File: config.mk
export PLATFORM = sky130hd
export DESIGN_NAME = periodic_interval_timer_top
export DESIGN_NICKNAME = d
export VERILOG_FILES = /design/src/design/pit_pkg.sv /design/src/design/pit_prescaler.sv /design/src/design/pit_channel.sv /design/src/design/periodic_interval_timer_top.sv
export SDC_FILE = /design/constraint.sdc
export NUM_CORES = 1
export LEC_CHECK = 0
export ABC_AREA = 0
export BUFFER_PORTS_ARGS = -buffer_cell sky130_fd_sc_hd__buf_2
export CORE_ASPECT_RATIO = 1.4
export CORE_UTILIZATION = 50
export DETAILED_ROUTE_END_ITERATION = 12
export GPL_TIMING_DRIVEN = 0
export PLACE_DENSITY = 0.67
export SYNTH_ARGS = -nofsm -noshare
export SYNTH_HDL_FRONTEND = slang
export SYNTH_SLANG_ARGS = --single-unit
File: constraint.sdc
create_clock -name i_clk -period 3.5 [get_ports i_clk]
set_clock_uncertainty 0.2 [all_clocks]
set_input_delay 0.7 -clock i_clk [delete_from_list [all_inputs] [get_ports i_clk]]
set_output_delay 0.7 -clock i_clk [all_outputs]
set_load 0.05 [all_outputs]
File: src/design/pit_pkg.sv
// Shared types and constants of the periodic interval timer.
// Used by the top level, the prescaler and the channel counter modules.
package pit_pkg;

    localparam int DATA_W        = 16;
    localparam int ADDR_W        = 4;
    localparam int FLAGS_W       = 4;
    localparam int ADDR_CH_SLOTS = 4;
    localparam int NUM_PRESCALERS = 2;
    localparam int CTRL_ENABLE_BIT = 7;

    typedef enum logic [1:0] {
        OP_READ  = 2'd0,
        OP_WRITE = 2'd1,
        OP_TICK  = 2'd2,
        OP_NONE  = 2'd3
    } t_op;

    localparam logic [ADDR_W-1:0] ADDR_CTRL      = 4'd0;
    localparam logic [ADDR_W-1:0] ADDR_FORCELOAD = 4'd1;
    localparam logic [ADDR_W-1:0] ADDR_MUX       = 4'd2;
    localparam logic [ADDR_W-1:0] ADDR_INTE      = 4'd3;
    localparam logic [ADDR_W-1:0] ADDR_CHEN      = 4'd4;
    localparam logic [ADDR_W-1:0] ADDR_FLAGS     = 4'd5;
    localparam logic [ADDR_W-1:0] ADDR_MTLOAD0   = 4'd6;
    localparam logic [ADDR_W-1:0] ADDR_MTLOAD1   = 4'd7;
    localparam logic [ADDR_W-1:0] ADDR_CHLOAD0   = 4'd8;
    localparam logic [ADDR_W-1:0] ADDR_COUNT0    = 4'd12;

    typedef struct packed {
        logic load_wr;
        logic restart;
        logic tick;
    } t_pre_ctl;

    typedef struct packed {
        logic load_wr;
        logic reload;
        logic step;
    } t_chan_ctl;

endpackage

File: src/design/pit_prescaler.sv
// One prescaler micro-timer: load register and down counter that pulses at zero.
// Depends on pit_pkg for the control struct and the data width.
module pit_prescaler #(
    parameter int PRESCALE_BITS = 8
) (
    input  logic                          i_clk,
    input  logic                          i_rst_n,
    input  pit_pkg::t_pre_ctl             i_ctl,
    input  logic [pit_pkg::DATA_W-1:0]    i_wdata,
    output logic [PRESCALE_BITS-1:0]      o_load,
    output logic                          o_pulse
);
    import pit_pkg::*;

    logic [PRESCALE_BITS-1:0] r_load;
    logic [PRESCALE_BITS-1:0] n_load;
    logic [PRESCALE_BITS-1:0] r_count;
    logic [PRESCALE_BITS-1:0] n_count;

    assign o_pulse = i_ctl.tick && (r_count == '0);
    assign o_load  = r_load;

    always_comb begin
        n_load  = r_load;
        n_count = r_count;
        if (i_ctl.load_wr) begin
            n_load = PRESCALE_BITS'(i_wdata);
        end
        if (i_ctl.restart) begin
            n_count = r_load;
        end else if (i_ctl.tick) begin
            n_count = o_pulse ? r_load : r_count - 1'b1;
        end
    end

    always_ff @(posedge i_clk) begin
        if (!i_rst_n) begin
            r_load  <= '0;
            r_count <= '0;
        end else begin
            r_load  <= n_load;
            r_count <= n_count;
        end
    end

endmodule

File: src/design/pit_channel.sv
// One timer channel: load register and down counter that wraps at zero.
// Depends on pit_pkg for the control struct and the data width.
module pit_down_counter #(
    parameter int COUNT_BITS = 16
) (
    input  logic                          i_clk,
    input  logic                          i_rst_n,
    input  pit_pkg::t_chan_ctl            i_ctl,
    input  logic [pit_pkg::DATA_W-1:0]    i_wdata,
    output logic [COUNT_BITS-1:0]         o_load,
    output logic [COUNT_BITS-1:0]         o_count,
    output logic                          o_wrap
);
    import pit_pkg::*;

    logic [COUNT_BITS-1:0] r_load;
    logic [COUNT_BITS-1:0] n_load;
    logic [COUNT_BITS-1:0] r_count;
    logic [COUNT_BITS-1:0] n_count;

    assign o_wrap  = i_ctl.step && (r_count == '0);
    assign o_load  = r_load;
    assign o_count = r_count;

    always_comb begin
        n_load  = r_load;
        n_count = r_count;
        if (i_ctl.load_wr) begin
            n_load = COUNT_BITS'(i_wdata);
        end
        if (i_ctl.reload) begin
            n_count = r_load;
        end else if (i_ctl.step) begin
            n_count = o_wrap ? r_load : r_count - 1'b1;
        end
    end

    always_ff @(posedge i_clk) begin
        if (!i_rst_n) begin
            r_load  <= '1;
            r_count <= '1;
        end else begin
            r_load  <= n_load;
            r_count <= n_count;
        end
    end

endmodule

File: src/design/periodic_interval_timer_top.sv
// Path: an accepted beat is registered in the input register, and its result beat is
// registered in the output register, from which it is presented until it is taken.
// Throughput: one beat per cycle while results are taken; with a result waiting,
// one more beat is held in the input register before the input side stalls.
// Reset: synchronous, active low, with no further sweep; valid, control and prescaler
// registers clear, channel registers set to all ones; payload registers are not reset.
module periodic_interval_timer_top #(
    parameter int NUM_CHANNELS  = 4,
    parameter int COUNT_BITS    = 16,
    parameter int PRESCALE_BITS = 8
) (
    input  logic                            i_clk,
    input  logic                            i_rst_n,
    input  logic                            i_in_valid,
    output logic                            o_in_ready,
    input  logic [1:0]                      i_op,
    input  logic [pit_pkg::ADDR_W-1:0]      i_reg_addr,
    input  logic [pit_pkg::DATA_W-1:0]      i_write_data,
    output logic                            o_out_valid,
    input  logic                            i_out_ready,
    output logic [pit_pkg::DATA_W-1:0]      o_read_data,
    output logic [pit_pkg::FLAGS_W-1:0]     o_timeout_flags,
    output logic                            o_irq
);
    import pit_pkg::*;

    logic                    r_in_valid;
    t_op                     r_op;
    logic [ADDR_W-1:0]       r_addr;
    logic [DATA_W-1:0]       r_data;

    logic                    r_out_valid;
    logic [DATA_W-1:0]       r_read_data;
    logic [FLAGS_W-1:0]      r_flags_out;
    logic                    r_irq;

    logic                    r_enable;
    logic                    n_enable;
    logic [NUM_CHANNELS-1:0] r_mux;
    logic [NUM_CHANNELS-1:0] n_mux;
    logic [NUM_CHANNELS-1:0] r_inte;
    logic [NUM_CHANNELS-1:0] n_inte;
    logic [NUM_CHANNELS-1:0] r_chen;
    logic [NUM_CHANNELS-1:0] n_chen;
    logic [NUM_CHANNELS-1:0] r_flags;
    logic [NUM_CHANNELS-1:0] n_flags;

    logic                    w_go;
    logic                    w_wr;
    logic                    w_tick;
    logic                    w_is_chload;
    logic                    w_is_count;
    logic [NUM_CHANNELS-1:0] w_wdata_ch;
    logic [NUM_CHANNELS-1:0] w_wrap;
    logic [DATA_W-1:0]       w_read_data;
    logic [FLAGS_W+NUM_CHANNELS-1:0] w_flags_ext;

    t_pre_ctl                w_pre_ctl   [NUM_PRESCALERS];
    logic [PRESCALE_BITS-1:0] w_pre_load [NUM_PRESCALERS];
    logic [NUM_PRESCALERS-1:0] w_pulse;

    t_chan_ctl               w_ch_ctl    [NUM_CHANNELS];
    logic [COUNT_BITS-1:0]   w_ch_load   [NUM_CHANNELS];
    logic [COUNT_BITS-1:0]   w_ch_count  [NUM_CHANNELS];

    assign w_go        = r_in_valid && (!r_out_valid || i_out_ready);
    assign o_in_ready  = !r_in_valid || w_go;
    assign w_wr        = w_go && (r_op == OP_WRITE);
    assign w_tick      = w_go && (r_op == OP_TICK) && r_enable;
    assign w_is_chload = (r_addr >= ADDR_CHLOAD0) && (r_addr < ADDR_COUNT0);
    assign w_is_count  = (r_addr >= ADDR_COUNT0);
    assign w_wdata_ch  = r_data[NUM_CHANNELS-1:0];

    for (genvar m = 0; m < NUM_PRESCALERS; m++) begin : g_pre
        assign w_pre_ctl[m].load_wr = w_wr && (r_addr == ADDR_MTLOAD0 + ADDR_W'(m));
        assign w_pre_ctl[m].restart = w_wr && (r_addr == ADDR_CTRL) && r_data[m];
        assign w_pre_ctl[m].tick    = w_tick;

        pit_prescaler #(
            .PRESCALE_BITS(PRESCALE_BITS)
        ) u_pre (
            .i_clk   (i_clk),
            .i_rst_n (i_rst_n),
            .i_ctl   (w_pre_ctl[m]),
            .i_wdata (r_data),
            .o_load  (w_pre_load[m]),
            .o_pulse (w_pulse[m])
        );
    end

    for (genvar c = 0; c < NUM_CHANNELS; c++) begin : g_ch
        assign w_ch_ctl[c].load_wr = w_wr && w_is_chload && (c < ADDR_CH_SLOTS)
                                     && (int'(r_addr[1:0]) == c);
        assign w_ch_ctl[c].reload  = w_wr && r_data[c]
                                     && ((r_addr == ADDR_FORCELOAD)
                                         || ((r_addr == ADDR_CHEN) && !r_chen[c]));
        assign w_ch_ctl[c].step    = r_chen[c] && w_pulse[r_mux[c]];

        pit_down_counter #(
            .COUNT_BITS(COUNT_BITS)
        ) u_ch (
            .i_clk   (i_clk),
            .i_rst_n (i_rst_n),
            .i_ctl   (w_ch_ctl[c]),
            .i_wdata (r_data),
            .o_load  (w_ch_load[c]),
            .o_count (w_ch_count[c]),
            .o_wrap  (w_wrap[c])
        );
    end

    always_comb begin
        n_enable = r_enable;
        n_mux    = r_mux;
        n_inte   = r_inte;
        n_chen   = r_chen;
        n_flags  = r_flags | w_wrap;
        if (w_wr) begin
            priority if (r_addr == ADDR_CTRL) begin
                n_enable = r_data[CTRL_ENABLE_BIT];
            end else if (r_addr == ADDR_MUX) begin
                n_mux = w_wdata_ch;
            end else if (r_addr == ADDR_INTE) begin
                n_inte = w_wdata_ch;
            end else if (r_addr == ADDR_CHEN) begin
                n_chen = w_wdata_ch;
            end else if (r_addr == ADDR_FLAGS) begin
                n_flags = r_flags & ~w_wdata_ch;
            end else begin
                n_enable = r_enable;
            end
        end
    end

    always_comb begin
        w_read_data = '0;
        priority if (r_addr == ADDR_CTRL) begin
            w_read_data = DATA_W'(r_enable) << CTRL_ENABLE_BIT;
        end else if (r_addr == ADDR_MUX) begin
            w_read_data = DATA_W'(r_mux);
        end else if (r_addr == ADDR_INTE) begin
            w_read_data = DATA_W'(r_inte);
        end else if (r_addr == ADDR_CHEN) begin
            w_read_data = DATA_W'(r_chen);
        end else if (r_addr == ADDR_FLAGS) begin
            w_read_data = DATA_W'(r_flags);
        end else if (r_addr == ADDR_MTLOAD0) begin
            w_read_data = DATA_W'(w_pre_load[0]);
        end else if (r_addr == ADDR_MTLOAD1) begin
            w_read_data = DATA_W'(w_pre_load[1]);
        end else if (w_is_chload || w_is_count) begin
            for (int c = 0; c < NUM_CHANNELS; c++) begin
                if ((c < ADDR_CH_SLOTS) && (int'(r_addr[1:0]) == c)) begin
                    w_read_data = w_is_count ? DATA_W'(w_ch_count[c])
                                             : DATA_W'(w_ch_load[c]);
                end
            end
        end else begin
            w_read_data = '0;
        end
    end

    assign w_flags_ext = {{FLAGS_W{1'b0}}, n_flags};

    always_ff @(posedge i_clk) begin
        if (!i_rst_n) begin
            r_in_valid  <= 1'b0;
            r_out_valid <= 1'b0;
            r_enable    <= 1'b0;
            r_mux       <= '0;
            r_inte      <= '0;
            r_chen      <= '0;
            r_flags     <= '0;
        end else begin
            if (o_in_ready) begin
                r_in_valid <= i_in_valid;
            end
            if (w_go) begin
                r_out_valid <= 1'b1;
            end else if (i_out_ready) begin
                r_out_valid <= 1'b0;
            end
            r_enable <= n_enable;
            r_mux    <= n_mux;
            r_inte   <= n_inte;
            r_chen   <= n_chen;
            r_flags  <= n_flags;
        end
    end

    always_ff @(posedge i_clk) begin
        if (o_in_ready && i_in_valid) begin
            r_op   <= t_op'(i_op);
            r_addr <= i_reg_addr;
            r_data <= i_write_data;
        end
        if (w_go) begin
            r_read_data <= (r_op == OP_READ) ? w_read_data : '0;
            r_flags_out <= w_flags_ext[FLAGS_W-1:0];
            r_irq       <= |(n_flags & n_inte);
        end
    end

    assign o_out_valid     = r_out_valid;
    assign o_read_data     = r_read_data;
    assign o_timeout_flags = r_flags_out;
    assign o_irq           = r_irq;

endmodule

==> summary.txt, run 1 <==
Detailed routing
  • DR WL/cell: 25.8 um
  • Vias: 11883
  • Drt total wl: 45600 um
  • # DRC: 0
  • Avg Vias per Cell: 6.71
  • DRT iter0 DRCs: 1340
  • DRT Pass-1 Iters: 6
  • Antenna viol nets, final: 0

Logic synthesis
  • Cells after Synth: 1373
  • Ys flop type: dfxtp_1
  • Largest family of logic cells by synthesized area: simple AND/OR/NAND/NOR gates
  • Simple logic cell fraction of the synthesized area: 25.5%
  • Mux cell area share after synthesis: 10.4%
  • XOR/XNOR share of the synthesized area: 0%
  • Seq/Total Area, Yosys: 41.4%
  • Compound-gate portion of the synthesized area: 17.8%
  • Synth Warn #: 0
  • Mapped Avg Cell Area: 8.57 sq um
  • FF+latch count, synth: 222
  • Number of synthesized flops with an enable pin: 43
  • Synth Area in Adders: 1.28%
  • Cell area after synthesis: 0.0118 sq mm
  • Async SR Flop Fraction: 0%
  • Syn_nets: 1411
  • Yosys cell types: 80

CTS
  • Clock transition at path regs: 60 ps
  • Hold bufs inserted after CTS: 0
  • CTS tree: yes
  • H-tree levels: 1
  • Clock root buffer: clkbuf_16
  • # clock sinks: 222
  • CTS buffer count: 24
  • Clock buffer depth: 3
  • Worst skew pair latency: 530 ps

Worst setup path
  • Crit-path max cell delay: 530 ps
  • CP Data Arrival Time: 3690 ps
  • Worst path depth: 8
  • Buffers and inverters on the worst path: 2
  • Crit Path Max Fanout: 10
  • Type of origin of the critical path: register
  • Setup crit start: r_op[0]
  • Delay-heaviest family, CP: compound AO/OA/AOI/OAI gates
  • Reg-to-reg startpoint: r_op[0]
  • Critical path endpoint category: register
  • Data required, critical path: 3750 ps
  • Reg2Reg Depth: 8
  • Crit Path Class: register to register
  • Worst path cell trace: and3b_1 > and3_1 > clkbuf_1 > o211ai_1 > o21ai_1 > clkbuf_2 > a21oi_1 > o21ai_0
  • Crit-path slowest cell: clkbuf_1

STA
  • Endpoints failing hold: 0
  • Max Slew Vio Count: 0
  • Min Hold Slack: 139 ps
  • Slew @ Worst Pin: 1320 ps
  • Final period util: 98.1%
  • Fin crit period: 3430 ps
  • RSZ-0062 raised after global routing: no
  • Max Fclk: 0.291 GHz
  • Endpoints failing setup: 0
  • Max-slew headroom at the worst pin: 12.1%

Flow run
  • Max_cap viols: 0

Min path
  • Hold path startpoint: i_reg_addr[1]
  • Hold WC Path Type: input pin to register
  • Hold Path Depth: 1

Cells and area
  • Fillers: 2186
  • Multi-input gate area: 0.00649 sq mm
  • Layout area overhead: 12.4%
  • Sequential Area: 0.00487 sq mm
  • Fraction of layout cells with a size suffix above 1: 11.4%
  • NumNets Final: 1485
  • Antenna diodes: 0
  • Share of the core filled with cells: 57.0%

Place
  • # port buffers: 48
  • HPWL after DPL: 33500 um
  • Routability congestion estimate: 0.980

Floorplan
  • Area of the core: 0.0232 sq mm
  • Row count: 66
  • Die area: 0.0242 sq mm
  • Initial Util: 50.7%
  • Die width: 132 um
  • Ports: 49
  • Die Ht: 184 um

Power and ir drop
  • Leakage power: 5.24 nW
  • Maximum vdd ir drop: 0.522 mV
  • Combinational power share: 6.0%
  • Sequential power share: 47.5%
  • Clk network pwr share: 46.5%
  • Switching power of the nets: 1.41 mW
  • PwrDens: 429 mW/mm^2
  • Internal power: 4.26 mW
  • Switching Fraction: 24.8%

Global routing
  • Grt ovf: 0
  • Initial antenna violation count: 0
  • Vias in the first global route: 11169
  • Largest net degree at the start of global routing: 23
  • GRT Util Overall: 37.6%
  • Global-route wire length before repair: 68300 um

Outcome
  • Outcome: finished clean
synthesized netlist by cell type, types with 13 or more instances:
library cell / instances / area [sq um]
nor2_1: 106 / 398
a21oi_1: 95 / 475
nor4_1: 25 / 156
inv_1: 22 / 82.6
nand4_1: 18 / 113
nand3_1: 102 / 510
o211ai_1: 24 / 180
clkbuf_1: 63 / 236
mux4_2: 27 / 608
o21ai_0: 71 / 355
nor3_1: 35 / 175
dfxtp_1: 179 / 3580
edfxtp_1: 43 / 1290
a211oi_1: 14 / 105
nand2b_1: 13 / 81.3
nand2_1: 237 / 890
mux2i_1: 54 / 541
layout make-up:
| cell class | count | area share, % |
|---|---|---|
| clock buffer | 28 | 4.82 |
| timing repair buffer | 48 | 1.82 |
| buffer | 84 | 2.64 |
| multi-input combinational | 1043 | 49.1 |
| clock inverter | 16 | 1.24 |
| inverter | 24 | 0.681 |
| tap | 306 | 2.89 |
| sequential | 222 | 36.9 |
timing repair:
item | CTS | global route
buffers inserted | 0 | 0
setup endpoints to repair | 11 | 37
resized for setup | 3 | 9
power by group through the flow:
stage / Clock, mW / Combinational, mW / Sequential [mW]
2_1_floorplan: 0 / 0.172 / 2.76
3_3_place_gp: 0 / 0.327 / 2.75
3_5_place_dp: 0 / 0.328 / 2.75
4_1_cts: 2.64 / 0.331 / 2.69
5_1_grt: 2.74 / 0.356 / 2.69
6_report: 2.64 / 0.340 / 2.69
path summary, 6_finish.rpt:
path,to,slack (ps)
max reg2reg,g_ch[2].u_ch.o_count[2],70
min reg2reg,g_pre[0].u_pre.r_count[0],280
min,r_addr[1],140
max,g_ch[2].u_ch.o_count[2],70
cells in the final DEF, fill, tap and decap left out, types with 6 or more instances in the layout:
master	Yosys	routed
or4_1	11	11
a211o_1	9	9
nand2b_1	13	13
edfxtp_1	43	43
mux4_2	27	27
o31ai_1	9	9
a221o_1	6	6
dfxtp_1	179	179
nor3_1	35	35
nand4_1	18	18
a31oi_1	6	6
clkbuf_1	63	64
ha_1	12	12
o21ai_0	71	71
and2_1	10	10
nor4_1	25	23
o21a_1	9	9
buf_1	9	7
mux2_2	7	7
nor2_1	106	106
buf_2	9	57
o22ai_1	11	11
o211ai_1	24	24
clkbuf_16	0	25
nand2_1	237	237
nand3_1	102	102
a21oi_1	95	94
a22oi_1	8	8
or2_2	9	9
or3_1	9	9
mux2i_1	54	54
a211oi_1	14	14
inv_1	22	22
and4_1	7	7
cells by family after synthesis:
group                      count (synthesis)
buffers and inverters                    108
AOI/OAI and AO/OA                        324
muxes                                     88
and+or+nand+nor                          619
DFF                                      222
adders and majority gates                 12
registers in the layout, indices dropped and copies added (netlist names):
register,flops
g_ch.u_ch.o_load,64
g_pre.u_pre.r_count,16
o_irq,1
r_mux,4
r_op,2
g_ch.u_ch.o_count,64
o_timeout_flags,4
g_pre.u_pre.o_load,16
r_chen,4
r_enable,1
o_out_valid,1
r_addr,4
o_read_data,16
r_data,16
r_inte,4
r_flags,4
r_in_valid,1
through the flow:
step                      TNS [ps]  setup WS [ps]  cell area, sq um  cells  power [mW]
final                            0           66.2             13200   1771        5.67
after detailed placement     -4460           -202             12400   1727        3.07
after global routing             0           5.46             13200   1771        5.79
after global placement       -4530           -238             12400   1727        3.07
after CTS                        0           17.5             13200   1771        5.66
after floorplan                  0            829             11800   1373        2.93
per-layer routing:
metal / track usage (%) / wire (um) / vias to the layer above
li1: - / - / 5251
met1: 42.9 / 16400 / 5669
met2: 64.2 / 21700 / 739
met3: 6.04 / 3830 / 224
met4: 27.0 / 3700 / 0
met5: 0 / 0 / -
Note: power is estimated with default switching activity, not from simulation.
==> run 2: changes to the inputs <==
--- a/config.mk
+++ b/config.mk
@@ -12,6 +12,7 @@
 export DETAILED_ROUTE_END_ITERATION = 12
 export GPL_TIMING_DRIVEN = 0
 export PLACE_DENSITY = 0.67
+export RECOVER_POWER = 25
 export SYNTH_ARGS = -nofsm -noshare
 export SYNTH_HDL_FRONTEND = slang
 export SYNTH_SLANG_ARGS = --single-unit
==> summary.txt, run 2 (synthesis gave the netlist of run 1 again) <==
Global routing
  • Largest net degree at the start of global routing: 23 (unchanged)
  • Vias in the first global route: 11169 (unchanged)
  • GRT Util Overall: 37.6% (unchanged)
  • Initial antenna violation count: 0 (unchanged)
  • Grt ovf: 0 (unchanged)
  • Global-route wire length before repair: 68300 um (unchanged)

Worst setup path
  • Crit Path Max Fanout: 10 (unchanged)
  • Reg2Reg Depth: 8 (unchanged)
  • Worst path depth: 8 (unchanged)
  • Critical path endpoint category: register (unchanged)
  • Type of origin of the critical path: register (unchanged)
  • Crit-path slowest cell: clkbuf_1 (unchanged)
  • Worst path cell trace: and3b_1 > and3_1 > clkbuf_1 > o211ai_1 > o21ai_1 > clkbuf_2 > a21oi_1 > o21ai_0 (unchanged)
  • Crit Path Class: register to register (unchanged)
  • Crit-path max cell delay: 530 ps (about the same)
  • CP Data Arrival Time: 3710 ps (was 3690 ps)
  • Delay-heaviest family, CP: compound AO/OA/AOI/OAI gates (unchanged)
  • Data required, critical path: 3750 ps (about the same)
  • Buffers and inverters on the worst path: 2 (unchanged)

CTS
  • Worst skew pair latency: 530 ps (about the same)
  • H-tree levels: 1 (unchanged)
  • CTS tree: yes (unchanged)
  • Clock transition at path regs: 60 ps (about the same)
  • # clock sinks: 222 (unchanged)
  • Clock root buffer: clkbuf_16 (unchanged)
  • Clock buffer depth: 3 (unchanged)
  • CTS buffer count: 24 (unchanged)
  • Setup bufs post-CTS: 0 (unchanged)

Floorplan
  • Row count: 66 (unchanged)
  • Die Ht: 184 um (unchanged)
  • Area of the core: 0.0232 sq mm (unchanged)
  • Ports: 49 (unchanged)
  • Die area: 0.0242 sq mm (unchanged)
  • Die width: 132 um (unchanged)
  • Initial Util: 50.7% (unchanged)

Cells and area
  • Layout Cells excl Fill: 1771 (unchanged)
  • Design area: 0.0132 sq mm (about the same)
  • Layout area overhead: 12.1% (was 12.4%)
  • Commonest non-fill, non-tap cell in the layout: nand2_1 (unchanged)
  • Most frequent cells in the layout: nand2_1 (237), dfxtp_1 (179), nor2_1 (106), nand3_1 (102), a21oi_1 (94) (unchanged)
  • NumNets Final: 1485 (unchanged)
  • Fraction of layout cells with a size suffix above 1: 9.83% (was 11.4%)
  • Share of the core filled with cells: 56.9% (was 57.0%)
  • Antenna diodes: 0 (unchanged)

Power and ir drop
  • Leakage power: 5.17 nW (was 5.24 nW)
  • Tot Pwr: 5.66 mW (was 5.67 mW)
  • PwrDens: 429 mW/mm^2 (about the same)
  • Maximum vdd ir drop: 0.521 mV (was 0.522 mV)

Detailed routing
  • # DRC: 0 (unchanged)
  • Avg Vias per Cell: 6.71 (about the same)
  • Antenna viol nets, final: 0 (unchanged)
  • Drt total wl: 45600 um (about the same)
  • DRT Pass-1 Iters: 9 (was 6)
  • DR WL/cell: 25.8 um (about the same)
  • DRT iter0 DRCs: 1288 (was 1340)
  • Vias: 11890 (was 11883)

STA
  • Slew @ Worst Pin: 1800 ps (was 1320 ps)
  • Setup TNS: 0 ps (unchanged)
  • RSZ-0062 raised after global routing: no (unchanged)
  • Max Slew Vio Count: 22 (was 0)
  • Endpoints failing hold: 0 (unchanged)
  • Max-slew headroom at the worst pin: -19.8% (was 12.1%)
  • Fin worst setup slack: 42.9 ps (was 66.2 ps)
  • Min Hold Slack: 139 ps (about the same)
  • Final period util: 98.8% (was 98.1%)
  • Endpoints failing setup: 0 (unchanged)
  • Fin crit period: 3460 ps (was 3430 ps)
  • Max Fclk: 0.289 GHz (was 0.291 GHz)

Min path
  • Hold Path Depth: 1 (unchanged)
  • Hold WC Path Type: input pin to register (unchanged)

Place
  • Post-DP Area: 0.0124 sq mm (unchanged)
  • # port buffers: 48 (unchanged)
  • Routability congestion estimate: 0.980 (unchanged)
  • Placement Setup Slack: -202 ps (unchanged)
  • HPWL after DPL: 33500 um (unchanged)
  • Placed Cells: 1727 (unchanged)

Flow run
  • Max_cap viols: 1 (was 0)

Outcome
  • Outcome: finished, violations left (was finished clean)
  • Failing checks: capacitance limit, slew limit
## run 2: timing repair
action                                 in CTS  in global routing
gates resized for setup                     3                  9
setup endpoints to repair                  11                 37
pin swaps                                   0                  0
hold buffers                                0                  0
endpoints found under the hold margin       0                  0
## run 2: final timing paths
kind / from / endpoint / slack (ps)
worst max register to register: r_op[0] / g_ch[2].u_ch.o_count[2] / 40
worst min register to register: g_pre[0].u_pre.o_load[0] / g_pre[0].u_pre.r_count[0] / 280
worst min-delay path: i_reg_addr[1] / r_addr[1] / 140
worst max-delay path: r_op[0] / g_ch[2].u_ch.o_count[2] / 40
## run 2: layout make-up
| cell class | count | area (sq um) |
|---|---|---|
| plain buffers | 84 | 349 |
| clock buffers | 28 | 637 |
| clock inverters | 16 | 164 |
| fillers | 2198 | 10000 |
| inverters | 24 | 90.1 |
| multi-input cells | 1043 | 6490 |
| flip-flops and latches | 222 | 4870 |
| well taps | 306 | 383 |
| repair buffers | 48 | 213 |
## run 2: power breakdown
group	switching [mW]	internal [mW]
clock	1.11	1.53
combinational	0.249	0.0874
sequential	0.0491	2.64
total	1.40	4.26
## run 2: per-layer routing
| layer | GRT usage (%) | vias to the layer above | wire length [um] |
|---|---|---|---|
| met5 | 0 | - | 0 |
| met4 | 27.0 | 0 | 3860 |
| met3 | 6.04 | 240 | 3820 |
| met2 | 64.2 | 755 | 21500 |
| met1 | 42.9 | 5640 | 16400 |
| li1 | - | 5255 | - |
